--- src/rtl/buck_voltage_pid_pwm_macros.svh ---
// assertion macros shared by the buck voltage loop rtl
// depends on: a clock named clock and an active high reset named reset in the using module
`ifndef BUCK_VOLTAGE_PID_PWM_MACROS_SVH
`define BUCK_VOLTAGE_PID_PWM_MACROS_SVH

// same-cycle implication, disabled during reset
`define BVPP_ASSERT_IMP(lbl, ante, cons, msg) \
   lbl: assert property (@(posedge clock) disable iff (reset) (ante) |-> (cons)) else $error(msg);

// next-cycle implication, disabled during reset
`define BVPP_ASSERT_NXT(lbl, ante, cons, msg) \
   lbl: assert property (@(posedge clock) disable iff (reset) (ante) |=> (cons)) else $error(msg);

`endif

--- src/rtl/bvpp_pkg.sv ---
// types, constants and register codes for the buck voltage pid / pwm block
// no dependencies
package bvpp_pkg;

   // timer and duty constants
   localparam logic [15:0] PWM_PERIOD  = 16'd23039;
   localparam logic [14:0] OFF_Q2_DUTY = 15'd0;
   localparam logic [14:0] DUTY_FULL   = 15'd32767;
   localparam logic [14:0] DEAD_TIME   = 15'd921;
   localparam logic [14:0] CMP_CAP     = 15'd22120;
   localparam logic [12:0] TRIG_CAP    = 13'd7000;

   // register reset values
   localparam logic [12:0] RST_VOLTAGE_TARGET = 13'd0;
   localparam logic [12:0] RST_CAL_GAIN       = 13'd4096;
   localparam logic [12:0] RST_CAL_OFFSET     = 13'd0;
   localparam logic [15:0] RST_GAIN_P         = 16'd20543;
   localparam logic [15:0] RST_GAIN_I         = 16'd32;
   localparam logic [15:0] RST_GAIN_D         = 16'd500;
   localparam logic [19:0] RST_INTEGRAL_LIMIT = 20'd5000;
   localparam logic [14:0] RST_Q1_DUTY_FLOOR  = 15'd0;

   localparam int CSR_DATA_W = 20;
   localparam int CSR_IDX_W  = 3;

   typedef enum logic [CSR_IDX_W-1:0] {
      REG_VOLTAGE_TARGET,
      REG_CAL_GAIN,
      REG_CAL_OFFSET,
      REG_GAIN_P,
      REG_GAIN_I,
      REG_GAIN_D,
      REG_INTEGRAL_LIMIT,
      REG_Q1_DUTY_FLOOR
   } reg_index_type;

   typedef struct packed {
      logic        [12:0] voltage_target;
      logic        [12:0] cal_gain;
      logic signed [12:0] cal_offset;
      logic        [15:0] gain_p;
      logic        [15:0] gain_i;
      logic        [15:0] gain_d;
      logic        [19:0] integral_limit;
      logic        [14:0] q1_duty_floor;
   } cfg_type;

   typedef enum logic [3:0] {
      ST_IDLE,
      ST_CAL,
      ST_ERR,
      ST_PROP,
      ST_INTEG,
      ST_DER,
      ST_SUM,
      ST_UPD,
      ST_DUTY,
      ST_C1,
      ST_C2,
      ST_OUT
   } state_type;

   typedef enum logic [2:0] {
      MUL_CAL,
      MUL_PROP,
      MUL_INTEG,
      MUL_DER,
      MUL_Q1,
      MUL_Q2
   } mul_sel_type;

   localparam int MUL_W  = 18;
   localparam int PROD_W = 2 * MUL_W;

   typedef struct packed {
      logic        load;
      mul_sel_type mul_sel;
      logic        err_en;
      logic        prop_en;
      logic        integ_en;
      logic        sum_en;
      logic        upd_en;
      logic        duty_en;
      logic        c1_en;
      logic        out_load;
   } dp_cmd_type;

endpackage

--- src/rtl/bvpp_csr.sv ---
// configuration registers of the buck voltage loop
// depends on: bvpp_pkg
module bvpp_csr import bvpp_pkg::*; (
   input  logic                  clock,
   input  logic                  reset,
   input  logic                  csr_wr_en,
   input  logic [CSR_IDX_W-1:0]  csr_index,
   input  logic [CSR_DATA_W-1:0] csr_wdata,
   output cfg_type               cfg
);

   cfg_type cfg_ff;
   cfg_type cfg_in;

   always_comb begin
      cfg_in = cfg_ff;
      if (csr_wr_en) begin
         unique case (reg_index_type'(csr_index))
            REG_VOLTAGE_TARGET: cfg_in.voltage_target = csr_wdata[12:0];
            REG_CAL_GAIN:       cfg_in.cal_gain       = csr_wdata[12:0];
            REG_CAL_OFFSET:     cfg_in.cal_offset     = csr_wdata[12:0];
            REG_GAIN_P:         cfg_in.gain_p         = csr_wdata[15:0];
            REG_GAIN_I:         cfg_in.gain_i         = csr_wdata[15:0];
            REG_GAIN_D:         cfg_in.gain_d         = csr_wdata[15:0];
            REG_INTEGRAL_LIMIT: cfg_in.integral_limit = csr_wdata[19:0];
            REG_Q1_DUTY_FLOOR:  cfg_in.q1_duty_floor  = csr_wdata[14:0];
         endcase
      end
   end

   always_ff @(posedge clock) begin
      if (reset) begin
         cfg_ff.voltage_target <= RST_VOLTAGE_TARGET;
         cfg_ff.cal_gain       <= RST_CAL_GAIN;
         cfg_ff.cal_offset     <= RST_CAL_OFFSET;
         cfg_ff.gain_p         <= RST_GAIN_P;
         cfg_ff.gain_i         <= RST_GAIN_I;
         cfg_ff.gain_d         <= RST_GAIN_D;
         cfg_ff.integral_limit <= RST_INTEGRAL_LIMIT;
         cfg_ff.q1_duty_floor  <= RST_Q1_DUTY_FLOOR;
      end else begin
         cfg_ff <= cfg_in;
      end
   end

   assign cfg = cfg_ff;

endmodule

--- src/rtl/bvpp_mul.sv ---
// shared signed 18x18 multiplier with registered product
// depends on: bvpp_pkg
module bvpp_mul import bvpp_pkg::*; (
   input  logic                     clock,
   input  logic signed [MUL_W-1:0]  op_a,
   input  logic signed [MUL_W-1:0]  op_b,
   output logic signed [PROD_W-1:0] prod
);

   logic signed [PROD_W-1:0] prod_ff;

   always_ff @(posedge clock) begin
      prod_ff <= op_a * op_b;
   end

   assign prod = prod_ff;

endmodule

--- src/rtl/bvpp_dp.sv ---
// datapath of the buck voltage loop: calibration, incremental pid, duties, compare points
// depends on: bvpp_pkg, bvpp_mul
module bvpp_dp import bvpp_pkg::*; (
   input  logic        clock,
   input  logic        reset,
   input  dp_cmd_type  cmd,
   input  cfg_type     cfg,
   input  logic [11:0] req_adc_sample,
   input  logic [14:0] req_q1_duty_limit,
   input  logic [14:0] req_q2_duty_limit,
   input  logic        req_pwm_enable,
   input  logic        req_clear_loop,
   output logic [14:0] rsp_q1_duty,
   output logic [14:0] rsp_q1_fall_point,
   output logic [14:0] rsp_q2_rise_point,
   output logic [14:0] rsp_q2_fall_point,
   output logic [12:0] rsp_adc_trigger_point
);

   // captured beat
   logic [11:0] sample_ff;
   logic [14:0] q1_lim_ff;
   logic [14:0] q2_lim_ff;
   logic        enable_ff;

   // loop state
   logic signed [14:0] prev_error_ff;
   logic signed [14:0] prev_prev_error_ff;
   logic signed [20:0] integral_acc_ff;
   logic signed [31:0] loop_output_ff;

   // working registers
   logic signed [14:0] err_ff, err_in;
   logic signed [31:0] prop_ff;
   logic signed [20:0] integ_ff, integ_in;
   logic signed [34:0] sum_ff, sum_in;
   logic signed [31:0] u_in;
   logic [14:0] q1_ff, q1_in;
   logic [14:0] q2_ff, q2_in;
   logic [14:0] c1_ff, c1_in;

   // result registers
   logic [14:0] q1_duty_ff;
   logic [14:0] q1_fall_ff;
   logic [14:0] q2_rise_ff, q2_rise_in;
   logic [14:0] q2_fall_ff, q2_fall_in;
   logic [12:0] trig_ff, trig_in;

   logic signed [MUL_W-1:0]  mul_a, mul_b;
   logic signed [PROD_W-1:0] prod;

   logic signed [15:0] diff;
   logic signed [16:0] ddiff;

   bvpp_mul u_mul (
      .clock (clock),
      .op_a  (mul_a),
      .op_b  (mul_b),
      .prod  (prod)
   );

   // first and second error differences
   assign diff  = {err_ff[14], err_ff} - {prev_error_ff[14], prev_error_ff};
   assign ddiff = {{2{err_ff[14]}}, err_ff} - {prev_error_ff[14], prev_error_ff, 1'b0}
                + {{2{prev_prev_error_ff[14]}}, prev_prev_error_ff};

   always_comb begin
      case (cmd.mul_sel)
         MUL_CAL: begin
            mul_a = {6'd0, sample_ff};
            mul_b = {5'd0, cfg.cal_gain};
         end
         MUL_PROP: begin
            mul_a = {{2{diff[15]}}, diff};
            mul_b = {2'd0, cfg.gain_p};
         end
         MUL_INTEG: begin
            mul_a = {{3{err_ff[14]}}, err_ff};
            mul_b = {2'd0, cfg.gain_i};
         end
         MUL_DER: begin
            mul_a = {ddiff[16], ddiff};
            mul_b = {2'd0, cfg.gain_d};
         end
         MUL_Q1: begin
            mul_a = {3'd0, q1_ff};
            mul_b = {2'd0, PWM_PERIOD};
         end
         MUL_Q2: begin
            mul_a = {3'd0, q2_ff};
            mul_b = {2'd0, PWM_PERIOD};
         end
         default: begin
            mul_a = '0;
            mul_b = '0;
         end
      endcase
   end

   // calibrated sample and error
   always_comb begin
      logic signed [15:0] corrected;
      logic signed [15:0] err_wide;
      corrected = {3'd0, prod[24:12]} + {{3{cfg.cal_offset[12]}}, cfg.cal_offset};
      err_wide  = {3'd0, cfg.voltage_target} - corrected;
      err_in    = err_wide[14:0];
   end

   // integral with symmetric clamp
   always_comb begin
      logic signed [31:0] raw;
      logic signed [31:0] lim;
      logic signed [31:0] neg_lim;
      raw     = {{11{integral_acc_ff[20]}}, integral_acc_ff} + prod[31:0];
      lim     = {12'd0, cfg.integral_limit};
      neg_lim = -lim;
      if (raw > lim) begin
         integ_in = lim[20:0];
      end else if (raw < neg_lim) begin
         integ_in = neg_lim[20:0];
      end else begin
         integ_in = raw[20:0];
      end
   end

   assign sum_in = {{3{prop_ff[31]}}, prop_ff} + {{14{integ_ff[20]}}, integ_ff} + prod[34:0];

   // output accumulator: floor shift, 32-bit saturation, upper clamp
   always_comb begin
      logic signed [26:0] delta;
      logic signed [32:0] acc;
      logic signed [31:0] sat;
      logic signed [31:0] lim;
      delta = sum_ff[34:8];
      acc   = {loop_output_ff[31], loop_output_ff} + {{6{delta[26]}}, delta};
      if (acc[32] != acc[31]) begin
         sat = acc[32] ? 32'sh8000_0000 : 32'sh7FFF_FFFF;
      end else begin
         sat = acc[31:0];
      end
      lim  = {17'd0, q1_lim_ff};
      u_in = (sat > lim) ? lim : sat;
   end

   // duties
   always_comb begin
      logic signed [31:0] lim;
      logic signed [31:0] lo;
      logic [14:0] q2_raw;
      lim = {17'd0, q1_lim_ff};
      lo  = {17'd0, cfg.q1_duty_floor};
      if (loop_output_ff > lim) begin
         q1_in = q1_lim_ff;
      end else if (loop_output_ff < lo) begin
         q1_in = cfg.q1_duty_floor;
      end else begin
         q1_in = loop_output_ff[14:0];
      end
      q2_raw = DUTY_FULL - q1_in;
      q2_in  = (q2_raw > q2_lim_ff) ? q2_lim_ff : q2_raw;
      if (!enable_ff) begin
         q1_in = cfg.q1_duty_floor;
         q2_in = OFF_Q2_DUTY;
      end
   end

   // q1 fall point
   always_comb begin
      logic [16:0] c1_wide;
      c1_wide = prod[31:15];
      c1_in   = (c1_wide > {2'd0, DUTY_FULL}) ? DUTY_FULL : c1_wide[14:0];
   end

   // q2 edges and adc trigger
   always_comb begin
      logic [15:0] c2_wide;
      logic [17:0] c3_wide;
      logic [13:0] c4_wide;
      c2_wide    = {1'b0, c1_ff} + {1'b0, DEAD_TIME};
      c3_wide    = {2'd0, c2_wide} + {1'b0, prod[31:15]};
      c4_wide    = c1_ff[14:1];
      q2_rise_in = (c2_wide > {1'b0, CMP_CAP}) ? CMP_CAP : c2_wide[14:0];
      q2_fall_in = (c3_wide > {3'd0, CMP_CAP}) ? CMP_CAP : c3_wide[14:0];
      trig_in    = (c4_wide > {1'b0, TRIG_CAP}) ? TRIG_CAP : c4_wide[12:0];
   end

   // loop state
   always_ff @(posedge clock) begin
      if (reset) begin
         prev_error_ff      <= '0;
         prev_prev_error_ff <= '0;
         integral_acc_ff    <= '0;
         loop_output_ff     <= '0;
      end else if (cmd.load && req_clear_loop) begin
         prev_error_ff      <= '0;
         prev_prev_error_ff <= '0;
         integral_acc_ff    <= '0;
         loop_output_ff     <= '0;
      end else if (cmd.upd_en) begin
         prev_prev_error_ff <= prev_error_ff;
         prev_error_ff      <= err_ff;
         integral_acc_ff    <= integ_ff;
         loop_output_ff     <= u_in;
      end
   end

   // payload and working registers
   always_ff @(posedge clock) begin
      if (cmd.load) begin
         sample_ff <= req_adc_sample;
         q1_lim_ff <= req_q1_duty_limit;
         q2_lim_ff <= req_q2_duty_limit;
         enable_ff <= req_pwm_enable;
      end
      if (cmd.err_en) begin
         err_ff <= err_in;
      end
      if (cmd.prop_en) begin
         prop_ff <= prod[31:0];
      end
      if (cmd.integ_en) begin
         integ_ff <= integ_in;
      end
      if (cmd.sum_en) begin
         sum_ff <= sum_in;
      end
      if (cmd.duty_en) begin
         q1_ff <= q1_in;
         q2_ff <= q2_in;
      end
      if (cmd.c1_en) begin
         c1_ff <= c1_in;
      end
      if (cmd.out_load) begin
         q1_duty_ff <= q1_ff;
         q1_fall_ff <= c1_ff;
         q2_rise_ff <= q2_rise_in;
         q2_fall_ff <= q2_fall_in;
         trig_ff    <= trig_in;
      end
   end

   assign rsp_q1_duty           = q1_duty_ff;
   assign rsp_q1_fall_point     = q1_fall_ff;
   assign rsp_q2_rise_point     = q2_rise_ff;
   assign rsp_q2_fall_point     = q2_fall_ff;
   assign rsp_adc_trigger_point = trig_ff;

endmodule

--- src/rtl/bvpp_ctrl.sv ---
// sequencer of the buck voltage loop: steps the datapath and owns both handshakes
// depends on: bvpp_pkg, buck_voltage_pid_pwm_macros.svh
`include "buck_voltage_pid_pwm_macros.svh"

module bvpp_ctrl import bvpp_pkg::*; (
   input  logic       clock,
   input  logic       reset,
   input  logic       req_valid,
   output logic       req_stall,
   output logic       rsp_valid,
   input  logic       rsp_stall,
   output dp_cmd_type cmd
);

   state_type state_ff, state_in;
   logic      rsp_valid_ff, rsp_valid_in;
   logic      accept;
   logic      out_free;

   assign req_stall = (state_ff != ST_IDLE);
   assign accept    = req_valid && !req_stall;
   assign out_free  = !rsp_valid_ff || !rsp_stall;

   always_ff @(posedge clock) begin
      if (reset) begin
         state_ff     <= ST_IDLE;
         rsp_valid_ff <= 1'b0;
      end else begin
         state_ff     <= state_in;
         rsp_valid_ff <= rsp_valid_in;
      end
   end

   always_comb begin
      state_in    = state_ff;
      cmd         = '0;
      cmd.mul_sel = MUL_CAL;
      unique case (state_ff)
         ST_IDLE: begin
            cmd.load = accept;
            if (accept) begin
               state_in = ST_CAL;
            end
         end
         ST_CAL: begin
            cmd.mul_sel = MUL_CAL;
            state_in    = ST_ERR;
         end
         ST_ERR: begin
            cmd.err_en = 1'b1;
            state_in   = ST_PROP;
         end
         ST_PROP: begin
            cmd.mul_sel = MUL_PROP;
            state_in    = ST_INTEG;
         end
         ST_INTEG: begin
            cmd.prop_en = 1'b1;
            cmd.mul_sel = MUL_INTEG;
            state_in    = ST_DER;
         end
         ST_DER: begin
            cmd.integ_en = 1'b1;
            cmd.mul_sel  = MUL_DER;
            state_in     = ST_SUM;
         end
         ST_SUM: begin
            cmd.sum_en = 1'b1;
            state_in   = ST_UPD;
         end
         ST_UPD: begin
            cmd.upd_en = 1'b1;
            state_in   = ST_DUTY;
         end
         ST_DUTY: begin
            cmd.duty_en = 1'b1;
            state_in    = ST_C1;
         end
         ST_C1: begin
            cmd.mul_sel = MUL_Q1;
            state_in    = ST_C2;
         end
         ST_C2: begin
            cmd.c1_en   = 1'b1;
            cmd.mul_sel = MUL_Q2;
            state_in    = ST_OUT;
         end
         ST_OUT: begin
            cmd.mul_sel  = MUL_Q2;
            cmd.out_load = out_free;
            if (out_free) begin
               state_in = ST_IDLE;
            end
         end
         default: begin
            state_in = ST_IDLE;
         end
      endcase
   end

   always_comb begin
      if (cmd.out_load) begin
         rsp_valid_in = 1'b1;
      end else begin
         rsp_valid_in = rsp_valid_ff && rsp_stall;
      end
   end

   assign rsp_valid = rsp_valid_ff;

   `BVPP_ASSERT_NXT(a_accept_starts, accept, state_ff == ST_CAL, "accepted beat did not start")
   `BVPP_ASSERT_IMP(a_rsp_from_out, $rose(rsp_valid_ff), $past(state_ff) == ST_OUT, "result without finish")
   `BVPP_ASSERT_NXT(a_out_waits, (state_ff == ST_OUT) && rsp_valid_ff && rsp_stall, (state_ff == ST_OUT) && rsp_valid_ff, "result dropped while blocked")
   `BVPP_ASSERT_NXT(a_out_delivers, (state_ff == ST_OUT) && !rsp_valid_ff, rsp_valid_ff && (state_ff == ST_IDLE), "free result slot not filled")

endmodule

--- src/rtl/buck_voltage_pid_pwm.sv ---
// top level of the buck converter output-voltage loop with pwm compare points
// depends on: bvpp_pkg, bvpp_csr, bvpp_ctrl, bvpp_dp
//
// One beat in per switching period: a raw output-voltage adc sample plus the soft-start duty
// limits and the enable / clear flags. The sample is calibrated (sample*gain>>12 + offset),
// the error against the target feeds an incremental pid (p on the error difference, clamped
// integral, d on the second difference), and the accumulated loop output sets the q1 duty,
// the complementary q2 duty and four timer compare points (q1 fall, q2 rise and fall with
// 921 ticks of dead time, adc trigger at the q1 center). One result beat comes out per input
// beat. Each beat passes through eleven sequencer steps around the single shared 18x18
// multiplier, which runs six times per beat (calibration, p, i, d and both timer scalings),
// before its result reaches the result register; a new beat is accepted the cycle after the
// previous one has been moved into the result register, so the block takes no new beat
// while one is in flight, and that move waits while the consumer stalls. The user must write
// configuration registers through the csr port only while the block is idle; the block does
// not enforce this. A clear_loop beat zeroes the loop state before its own step.

module buck_voltage_pid_pwm import bvpp_pkg::*; (
   input  logic                  clock,
   input  logic                  reset,
   // configuration write port
   input  logic                  csr_wr_en,
   input  logic [CSR_IDX_W-1:0]  csr_index,
   input  logic [CSR_DATA_W-1:0] csr_wdata,
   // sample beat in
   input  logic                  req_valid,
   output logic                  req_stall,
   input  logic [11:0]           req_adc_sample,
   input  logic [14:0]           req_q1_duty_limit,
   input  logic [14:0]           req_q2_duty_limit,
   input  logic                  req_pwm_enable,
   input  logic                  req_clear_loop,
   // duty and compare beat out
   output logic                  rsp_valid,
   input  logic                  rsp_stall,
   output logic [14:0]           rsp_q1_duty,
   output logic [14:0]           rsp_q1_fall_point,
   output logic [14:0]           rsp_q2_rise_point,
   output logic [14:0]           rsp_q2_fall_point,
   output logic [12:0]           rsp_adc_trigger_point
);

   cfg_type    cfg;
   dp_cmd_type cmd;

   // register file, reset to the default tuning
   bvpp_csr u_csr (
      .clock     (clock),
      .reset     (reset),
      .csr_wr_en (csr_wr_en),
      .csr_index (csr_index),
      .csr_wdata (csr_wdata),
      .cfg       (cfg)
   );

   // sequencer: one step of the datapath per state, result register handshake
   bvpp_ctrl u_ctrl (
      .clock     (clock),
      .reset     (reset),
      .req_valid (req_valid),
      .req_stall (req_stall),
      .rsp_valid (rsp_valid),
      .rsp_stall (rsp_stall),
      .cmd       (cmd)
   );

   // arithmetic, loop state and result register
   bvpp_dp u_dp (
      .clock                 (clock),
      .reset                 (reset),
      .cmd                   (cmd),
      .cfg                   (cfg),
      .req_adc_sample        (req_adc_sample),
      .req_q1_duty_limit     (req_q1_duty_limit),
      .req_q2_duty_limit     (req_q2_duty_limit),
      .req_pwm_enable        (req_pwm_enable),
      .req_clear_loop        (req_clear_loop),
      .rsp_q1_duty           (rsp_q1_duty),
      .rsp_q1_fall_point     (rsp_q1_fall_point),
      .rsp_q2_rise_point     (rsp_q2_rise_point),
      .rsp_q2_fall_point     (rsp_q2_fall_point),
      .rsp_adc_trigger_point (rsp_adc_trigger_point)
   );

endmodule

--- config.mk ---
export PLATFORM = sky130hd
export DESIGN_NAME = buck_voltage_pid_pwm
export DESIGN_NICKNAME = d
export VERILOG_FILES = /design/src/rtl/bvpp_pkg.sv /design/src/rtl/bvpp_csr.sv /design/src/rtl/bvpp_mul.sv /design/src/rtl/bvpp_dp.sv /design/src/rtl/bvpp_ctrl.sv /design/src/rtl/buck_voltage_pid_pwm.sv
export VERILOG_INCLUDE_DIRS = /design/src /design/src/rtl
export SDC_FILE = /design/constraint.sdc
export NUM_CORES = 2
export LEC_CHECK = 0
export BUFFER_PORTS_ARGS = -buffer_cell sky130_fd_sc_hd__buf_4
export CAP_MARGIN = 10
export CORE_AREA = 5 5 261 263
export CTS_BUF_LIST = sky130_fd_sc_hd__clkbuf_4
export CTS_CLUSTER_SIZE = 12
export DETAILED_ROUTE_END_ITERATION = 10
export DIE_AREA = 0 0 266 268
export PLACE_DENSITY_LB_ADDON = 0.1
export RECOVER_POWER = 25
export SYNTH_ARGS = -nofsm -noshare
export SYNTH_HDL_FRONTEND = slang
export SYNTH_SLANG_ARGS = --single-unit
--- constraint.sdc ---
create_clock -name clock -period 26.9 [get_ports clock]
set_input_delay 2.69 -clock clock [delete_from_list [all_inputs] [get_ports clock]]
set_output_delay 2.69 -clock clock [all_outputs]
set_load 0.01 [all_outputs]
; After elaboration in Yosys (flattened, before gate mapping)
; Index checks and enable logic that the tools add are counted.
; Widths: inputs -> output; s select.
[totals]
reg_bits = 509
in_bits = 72
word_cells = 130
[classes]
n_mul = 1
n_mux = 25
reduce_logical = 23
order_cmp = 10
n_eq_ne = 26
add_sub_neg = 13
[op_table]
columns = op, n
row1 = $pmux 18 s6, 1
row2 = $mux 32, 3
row3 = $pmux 16 s5, 1
row4 = $gt 32x16->1, 2
row5 = $mux 15, 4
row6 = $pmux 4 s12, 1
row7 = $add 35x35->35, 1
row8 = $mul 18x17->35, 1
row9 = $add 32x21->33, 1
row10 = $add 32x27->33, 1
row11 = $add 32x32->32, 1
row12 = $gt 32x21->1, 1
row13 = $lt 32x16->1, 1
row14 = $lt 32x32->1, 1
row15 = $neg 20->32, 1
row16 = $mux 21, 1
row17 = $mux 20, 1
row18 = $add 16x17->18, 1
row19 = $eq 3x3->1 const B, 6
row20 = $gt 18x15->1 const B, 1
row21 = $reduce_and 2->1, 9
row22 = $add 17x17->17, 1
row23 = $gt 17x15->1 const B, 1
row24 = $sub 15x16->17, 1
row25 = other kinds (26), 55

; Depth between registers and ports, before layout
[logic_depth]
ltp_word = 7
depth_mapped = 39

; Hierarchy
; A second synthesis with hierarchy kept.
[unflattened]
cells_unflattened = 4695
area_unflattened_um2 = 44770.4
[modules_own_cells]
columns = mod, cells_each, instances, area_each_um2
row1 = bvpp_dp, 2819, 1, 26683.1
row2 = bvpp_mul, 1385, 1, 12878.6
row3 = bvpp_csr, 449, 1, 4880.9
row4 = bvpp_ctrl, 42, 1, 327.8

; Worst setup path before layout
; OpenSTA, ideal clock, no wires.
[synth_path]
kind = flip-flop to flip-flop
start = register u_dp.err_ff[2]
end = register u_dp.u_mul.prod_ff[31] (netlist: u_dp.u_mul.prod[31])
path_slack_ps = 17795
arrival_ps = 9033
period_less_slack_ps = 9105
setup_ps = 72
stages_incl_launch_ff = 38
path_cell_list = edfxtp_1 -> inv_1 -> fa_1 -> inv_1 -> ha_1 -> nor2b_1 -> o21ai_1 -> a21oi_1 -> o21ai_1 -> a21oi_1 -> o21ai_1 -> a21oi_1 -> o41ai_1 -> o21ai_0 -> mux2_2 -> o211a_1 -> clkbuf_1 -> nor2_1 -> [2 not listed] -> fa_1 -> fa_1 -> inv_1 -> fa_1 -> fa_1 -> inv_1 -> fa_1 -> inv_1 -> ha_1 -> and2_1 -> a2111o_1 -> a31oi_1 -> a21oi_1 -> o31a_1 -> a221oi_1 -> nand2b_1 -> a21oi_1 -> xnor2_1
[synth_via]
elab_chain_cells = 4
elab_cells_between_ends = 5
cone_classes = add/sub (3) / mul (1) / mux (1)
[synth_rtl]
columns = item, line_no
row1 = start: declaration, bvpp_dp.sv:33  ; logic signed [14:0] err_ff, err_in;
row2 = start signal: assignment, bvpp_dp.sv:216  ; err_ff <= err_in;
row3 = $sub 15x16->17, bvpp_dp.sv:64  ; assign ddiff = {{2{err_ff[14]}}, err_ff} - {prev_error_ff[14], prev_error_ff, 1'b0}
row4 = $add 17x17->17, bvpp_dp.sv:65  ; + {{2{prev_prev_error_ff[14]}}, prev_prev_error_ff};
row5 = $pmux 18 s6 (*), bvpp_dp.sv:68  ; case (cmd.mul_sel)
row6 = $mul 18x17->35 (*), bvpp_mul.sv:13  ; prod_ff <= op_a * op_b;
row7 = end signal: assignment, bvpp_mul.sv:13
row8 = end: declaration, bvpp_mul.sv:10  ; logic signed [PROD_W-1:0] prod_ff;
; Mark *: on every way between the ends. The rest lies on a longest branch, timed or not.
; A chain may end at the register's enable or synchronous reset.

; Worst setup path after layout
[layout_path]
start = register u_ctrl.state_ff[2]
end = register u_dp.u_mul.prod_ff[31] (netlist: u_dp.u_mul.prod[31])
[layout_via]
elab_chain_cells = 7
elab_cells_between_ends = 18
cone_classes = mul (1) / eq/ne (11) / mux (3) / reduce/logical (3)
[layout_rtl]
columns = item, line_no
row1 = start: declaration, bvpp_ctrl.sv:15  ; state_type state_ff, state_in;
row2 = start signal: assignment, bvpp_ctrl.sv:29  ; state_ff <= state_in;
row3 = $eq 4x4->1, bvpp_ctrl.sv:38  ; unique case (state_ff)
row4 = $reduce_or 2->1 (no line), -
row5 = $pmux 3 s5 (*), bvpp_ctrl.sv:38
row6 = $eq 3x3->1, bvpp_dp.sv:68
row7 = $reduce_or 2->1 (no line), -
row8 = $pmux 16 s5, bvpp_dp.sv:68
row9 = $mul 18x17->35 (*), bvpp_mul.sv:13
; Marked as above.

==> reports/metrics.yaml <==
area_delta_synth_final_pct: 8.76
wl_per_cell_microns: 20.6
fin_crit_ns: 11.61
p_total_mw: 4.10
worstSetupEndpointType: "flip-flop"
cp_slowest_stage_delay_ns: 2.02
drtIter0Drc: 3270
totalWireLength_microns: 121000
synth_area_per_cell_sq_um: 8.88
setup-tns-final_ns: 0
yosysSeqAreaShare: 0.298
ctsHoldBuffers: 0
cts_setup_buffers: 0
status: "finished, violations left"
powerDensity_mw_per_mm2: 89.3
clk_pin_slew_worst_paths_ns: 0.06
core-area_sq_mm: 0.0654
post_cts_resized: 0
antenna_found_initial: 9
grt_use_total: 0.338
synth-seq-cells: 501
final_nets: 5686
syn_nets: 5535
hpwl_microns: 93100
maxCapViolations: 2
path_class: "flip-flop to flip-flop"
fin_ws_ns: 15.29
min_path_type: "flip-flop to flip-flop"
worstPathArrival_ns: 12.50
grt_pass1_wl_microns: 189000
required_ns: 27.79
whs_ns: 0.452
synth.distinct_cells: 84
skew_ns: 0.0766
pre_cts_ws_ns: 16.76
synth_area_leaders: "edfxtp_1 (18%), fa_1 (15%), dfxtp_1 (12%)"
die_h_microns: 268
die_area_sq_mm: 0.0713
clkLatencyLatePin_ns: 1.02
start_util: 0.646
cts_tree: "done"
worst_pin_slew_ns: 2.81
port_buffers: 146
slew_headroom: -0.876
grt_pass1_vias: 34505
violations: "capacitance limit, slew limit"
root_buffer: "clkbuf_4"
period_share: 0.432
numCtsBuffers: 137
cellLeakagePower_nw: 20.7
route.detailed.drc: 0
via_count: 35328
grt_max_degree: 90
yosysTopAreaCell: "edfxtp_1"
synthCells: 4755
rsz0062_at_grt: "false"
crit_top_cell: "fa_1"
p_sw_frac: 0.465
p_int_mw: 2.20
slew_violations: 80
startpoint_type: "flip-flop"
synth_top_area_share: 0.182
ys.flop_type: "edfxtp_1"
hold_viol: 0
postRouteAntennaNets: 0
p_sw_mw: 1.90
rows: 94
fin_util: 0.702
critical_path.max_fanout: 48
gp_congestion: 0.942
fillCellCount: 5354
fp.dieW_microns: 266
netlist_area_sq_mm: 0.0422
cpMaxStageDelayCell: "clkbuf_1"
pwr-share-clk: 0.173
cts_sinks: 501
ir_drop_mv: 0.0876
firstDrtPassIters: 6
ios: 147
async_reset_ff_frac: 0
fmax_ghz: 0.0861
finalSetupViolCount: 0
synth_enable_flop_cells: 256
cts.htree.levels: 4
cts_max_path_buffers: 3
p_seq_frac: 0.259
vias_per_cell: 6.00
overflow: 0
final_layout_size_suffix_gt1_frac: 0.0920
pwr-share-comb: 0.569
yosys_warnings: 0
[logic make-up (layout without fill, tap and decap cells)]
group	Yosys count	after routing	share of synthesized area
adder cells (fa/ha/maj)	708	708	0.266
other	0	9	0
multiplexers	32	32	0.00761
AND/OR/NAND/NOR	1496	1496	0.159
AO/OA/AOI/OAI	1012	1012	0.155
flip-flops	501	501	0.298
XOR/XNOR	199	199	0.0416
buffers and inverters	807	1063	0.0725
[critical path: cells and delay by family (launching register included)]
family	cells	cell delay, ns
xor+xnor	1	0.13
fa+ha+maj	7	3.37
simple gates	5	1.66
buf+inv	5	3.13
flops	1	0.32
compound gates	10	2.87
[cells in the final DEF (no fill, tap or decap), drive strengths merged, types with 38 or more instances in the layout]
master and count:
inv 633, dfxtp 245, fa 316, a21oi 382, o21ai 142, xor2 66, ha 392, nand3 72
and2 44, xnor2 132, o21a 67, a21o 84, edfxtp 256, nor2b 44, nor2 363, nand2b 52
nand2 659, or3 38, clkbuf 248, nor3 71, buf 143
[cell type report]
| class | count | area, sq um | share of cell area |
|---|---|---|---|
| multi-input combinational | 3447 | 26700 | 0.581 |
| sequential | 501 | 12600 | 0.274 |
| inverter | 625 | 2350 | 0.0511 |
| clock buffer | 197 | 1480 | 0.0322 |
| timing repair buffer | 194 | 1410 | 0.0307 |
| tap | 864 | 1080 | 0.0235 |
| clock inverter | 47 | 293 | 0.00637 |
| antenna | 9 | 22.5 | 0.000490 |
[synth_stat cells, types with 21 or more instances]
cell      count
a22oi_1      23
edfxtp_1    256
clkbuf_1    152
or3_1        38
ha_1        392
nand2b_1     52
and3_1       21
a21oi_1     381
dfxtp_1     245
nand3_1      72
a211oi_1     22
inv_1       624
mux2i_1      31
and2_1       43
fa_1        316
o21ai_0     133
nor2b_1      44
o21bai_1     37
nand4_1      37
xor2_1       66
nor2_1      363
a21o_1       84
nand2_1     659
a31oi_1      31
o21a_1       67
nor3_1       70
xnor2_1     132
[power by group through the flow]
stage / registers, mW / logic, mW / clock network [mW]
detailed placement: 1.07 / 2.30 / 0
global placement: 1.07 / 2.26 / 0
finish: 1.06 / 2.33 / 0.708
CTS: 1.05 / 2.32 / 0.719
floorplan: 1.01 / 1.68 / 0
global route: 1.06 / 2.61 / 0.763
[flip-flops by register name, indices dropped and copies added, names as in the netlist, 12 cells and up]
| signal | count |
|---|---|
| u_dp.q1_ff | 15 |
| u_dp.sample_ff | 12 |
| u_dp.prev_error_ff | 15 |
| u_dp.integral_acc_ff | 21 |
| u_dp.loop_output_ff | 32 |
| u_dp.c1_ff | 15 |
| u_dp.err_ff | 15 |
| u_dp.sum_ff | 27 |
| u_dp.integ_ff | 21 |
| u_dp.rsp_adc_trigger_point | 13 |
| u_dp.rsp_q1_fall_point | 15 |
| u_dp.q2_ff | 15 |
| u_dp.q2_lim_ff | 15 |
| u_dp.rsp_q2_rise_point | 15 |
| u_dp.q1_lim_ff | 15 |
| u_dp.u_mul.prod | 35 |
| u_dp.prev_prev_error_ff | 15 |
| u_dp.prop_ff | 32 |
| u_csr.cfg | 122 |
| u_dp.rsp_q2_fall_point | 15 |
| u_dp.rsp_q1_duty | 15 |
[stage by stage]
step	cells	instance area, sq um
6_report	5884	45900
5_1_grt	5879	45900
4_1_cts	5874	46000
3_5_place_dp	5630	44200
3_3_place_gp	5630	44200
2_1_floorplan	4755	42200
[path summary, 6_finish.rpt]
kind	start	endpoint	slack [ns]	cells after the start
max reg2reg	u_ctrl.state_ff[2]	u_dp.u_mul.prod[31]	15.29	28
min reg2reg	u_dp.prev_prev_error_ff[9]	u_dp.prev_prev_error_ff[9]	0.45	2
max	u_ctrl.state_ff[2]	u_dp.u_mul.prod[31]	15.29	28
min	u_dp.prev_prev_error_ff[9]	u_dp.prev_prev_error_ff[9]	0.45	2
[layer usage]
| metal | up-vias | part of all wire | GRT usage |
|---|---|---|---|
| met3 | 315 | 0.093 | 0.0694 |
| met2 | 1506 | 0.47 | 0.555 |
| li1 | 16503 | - | - |
| met4 | 4 | 0.044 | 0.132 |
| met1 | 17000 | 0.40 | 0.447 |
| met5 | - | 0.00021 | 0 |
No activity file was read; power rests on OpenSTA's default activity.
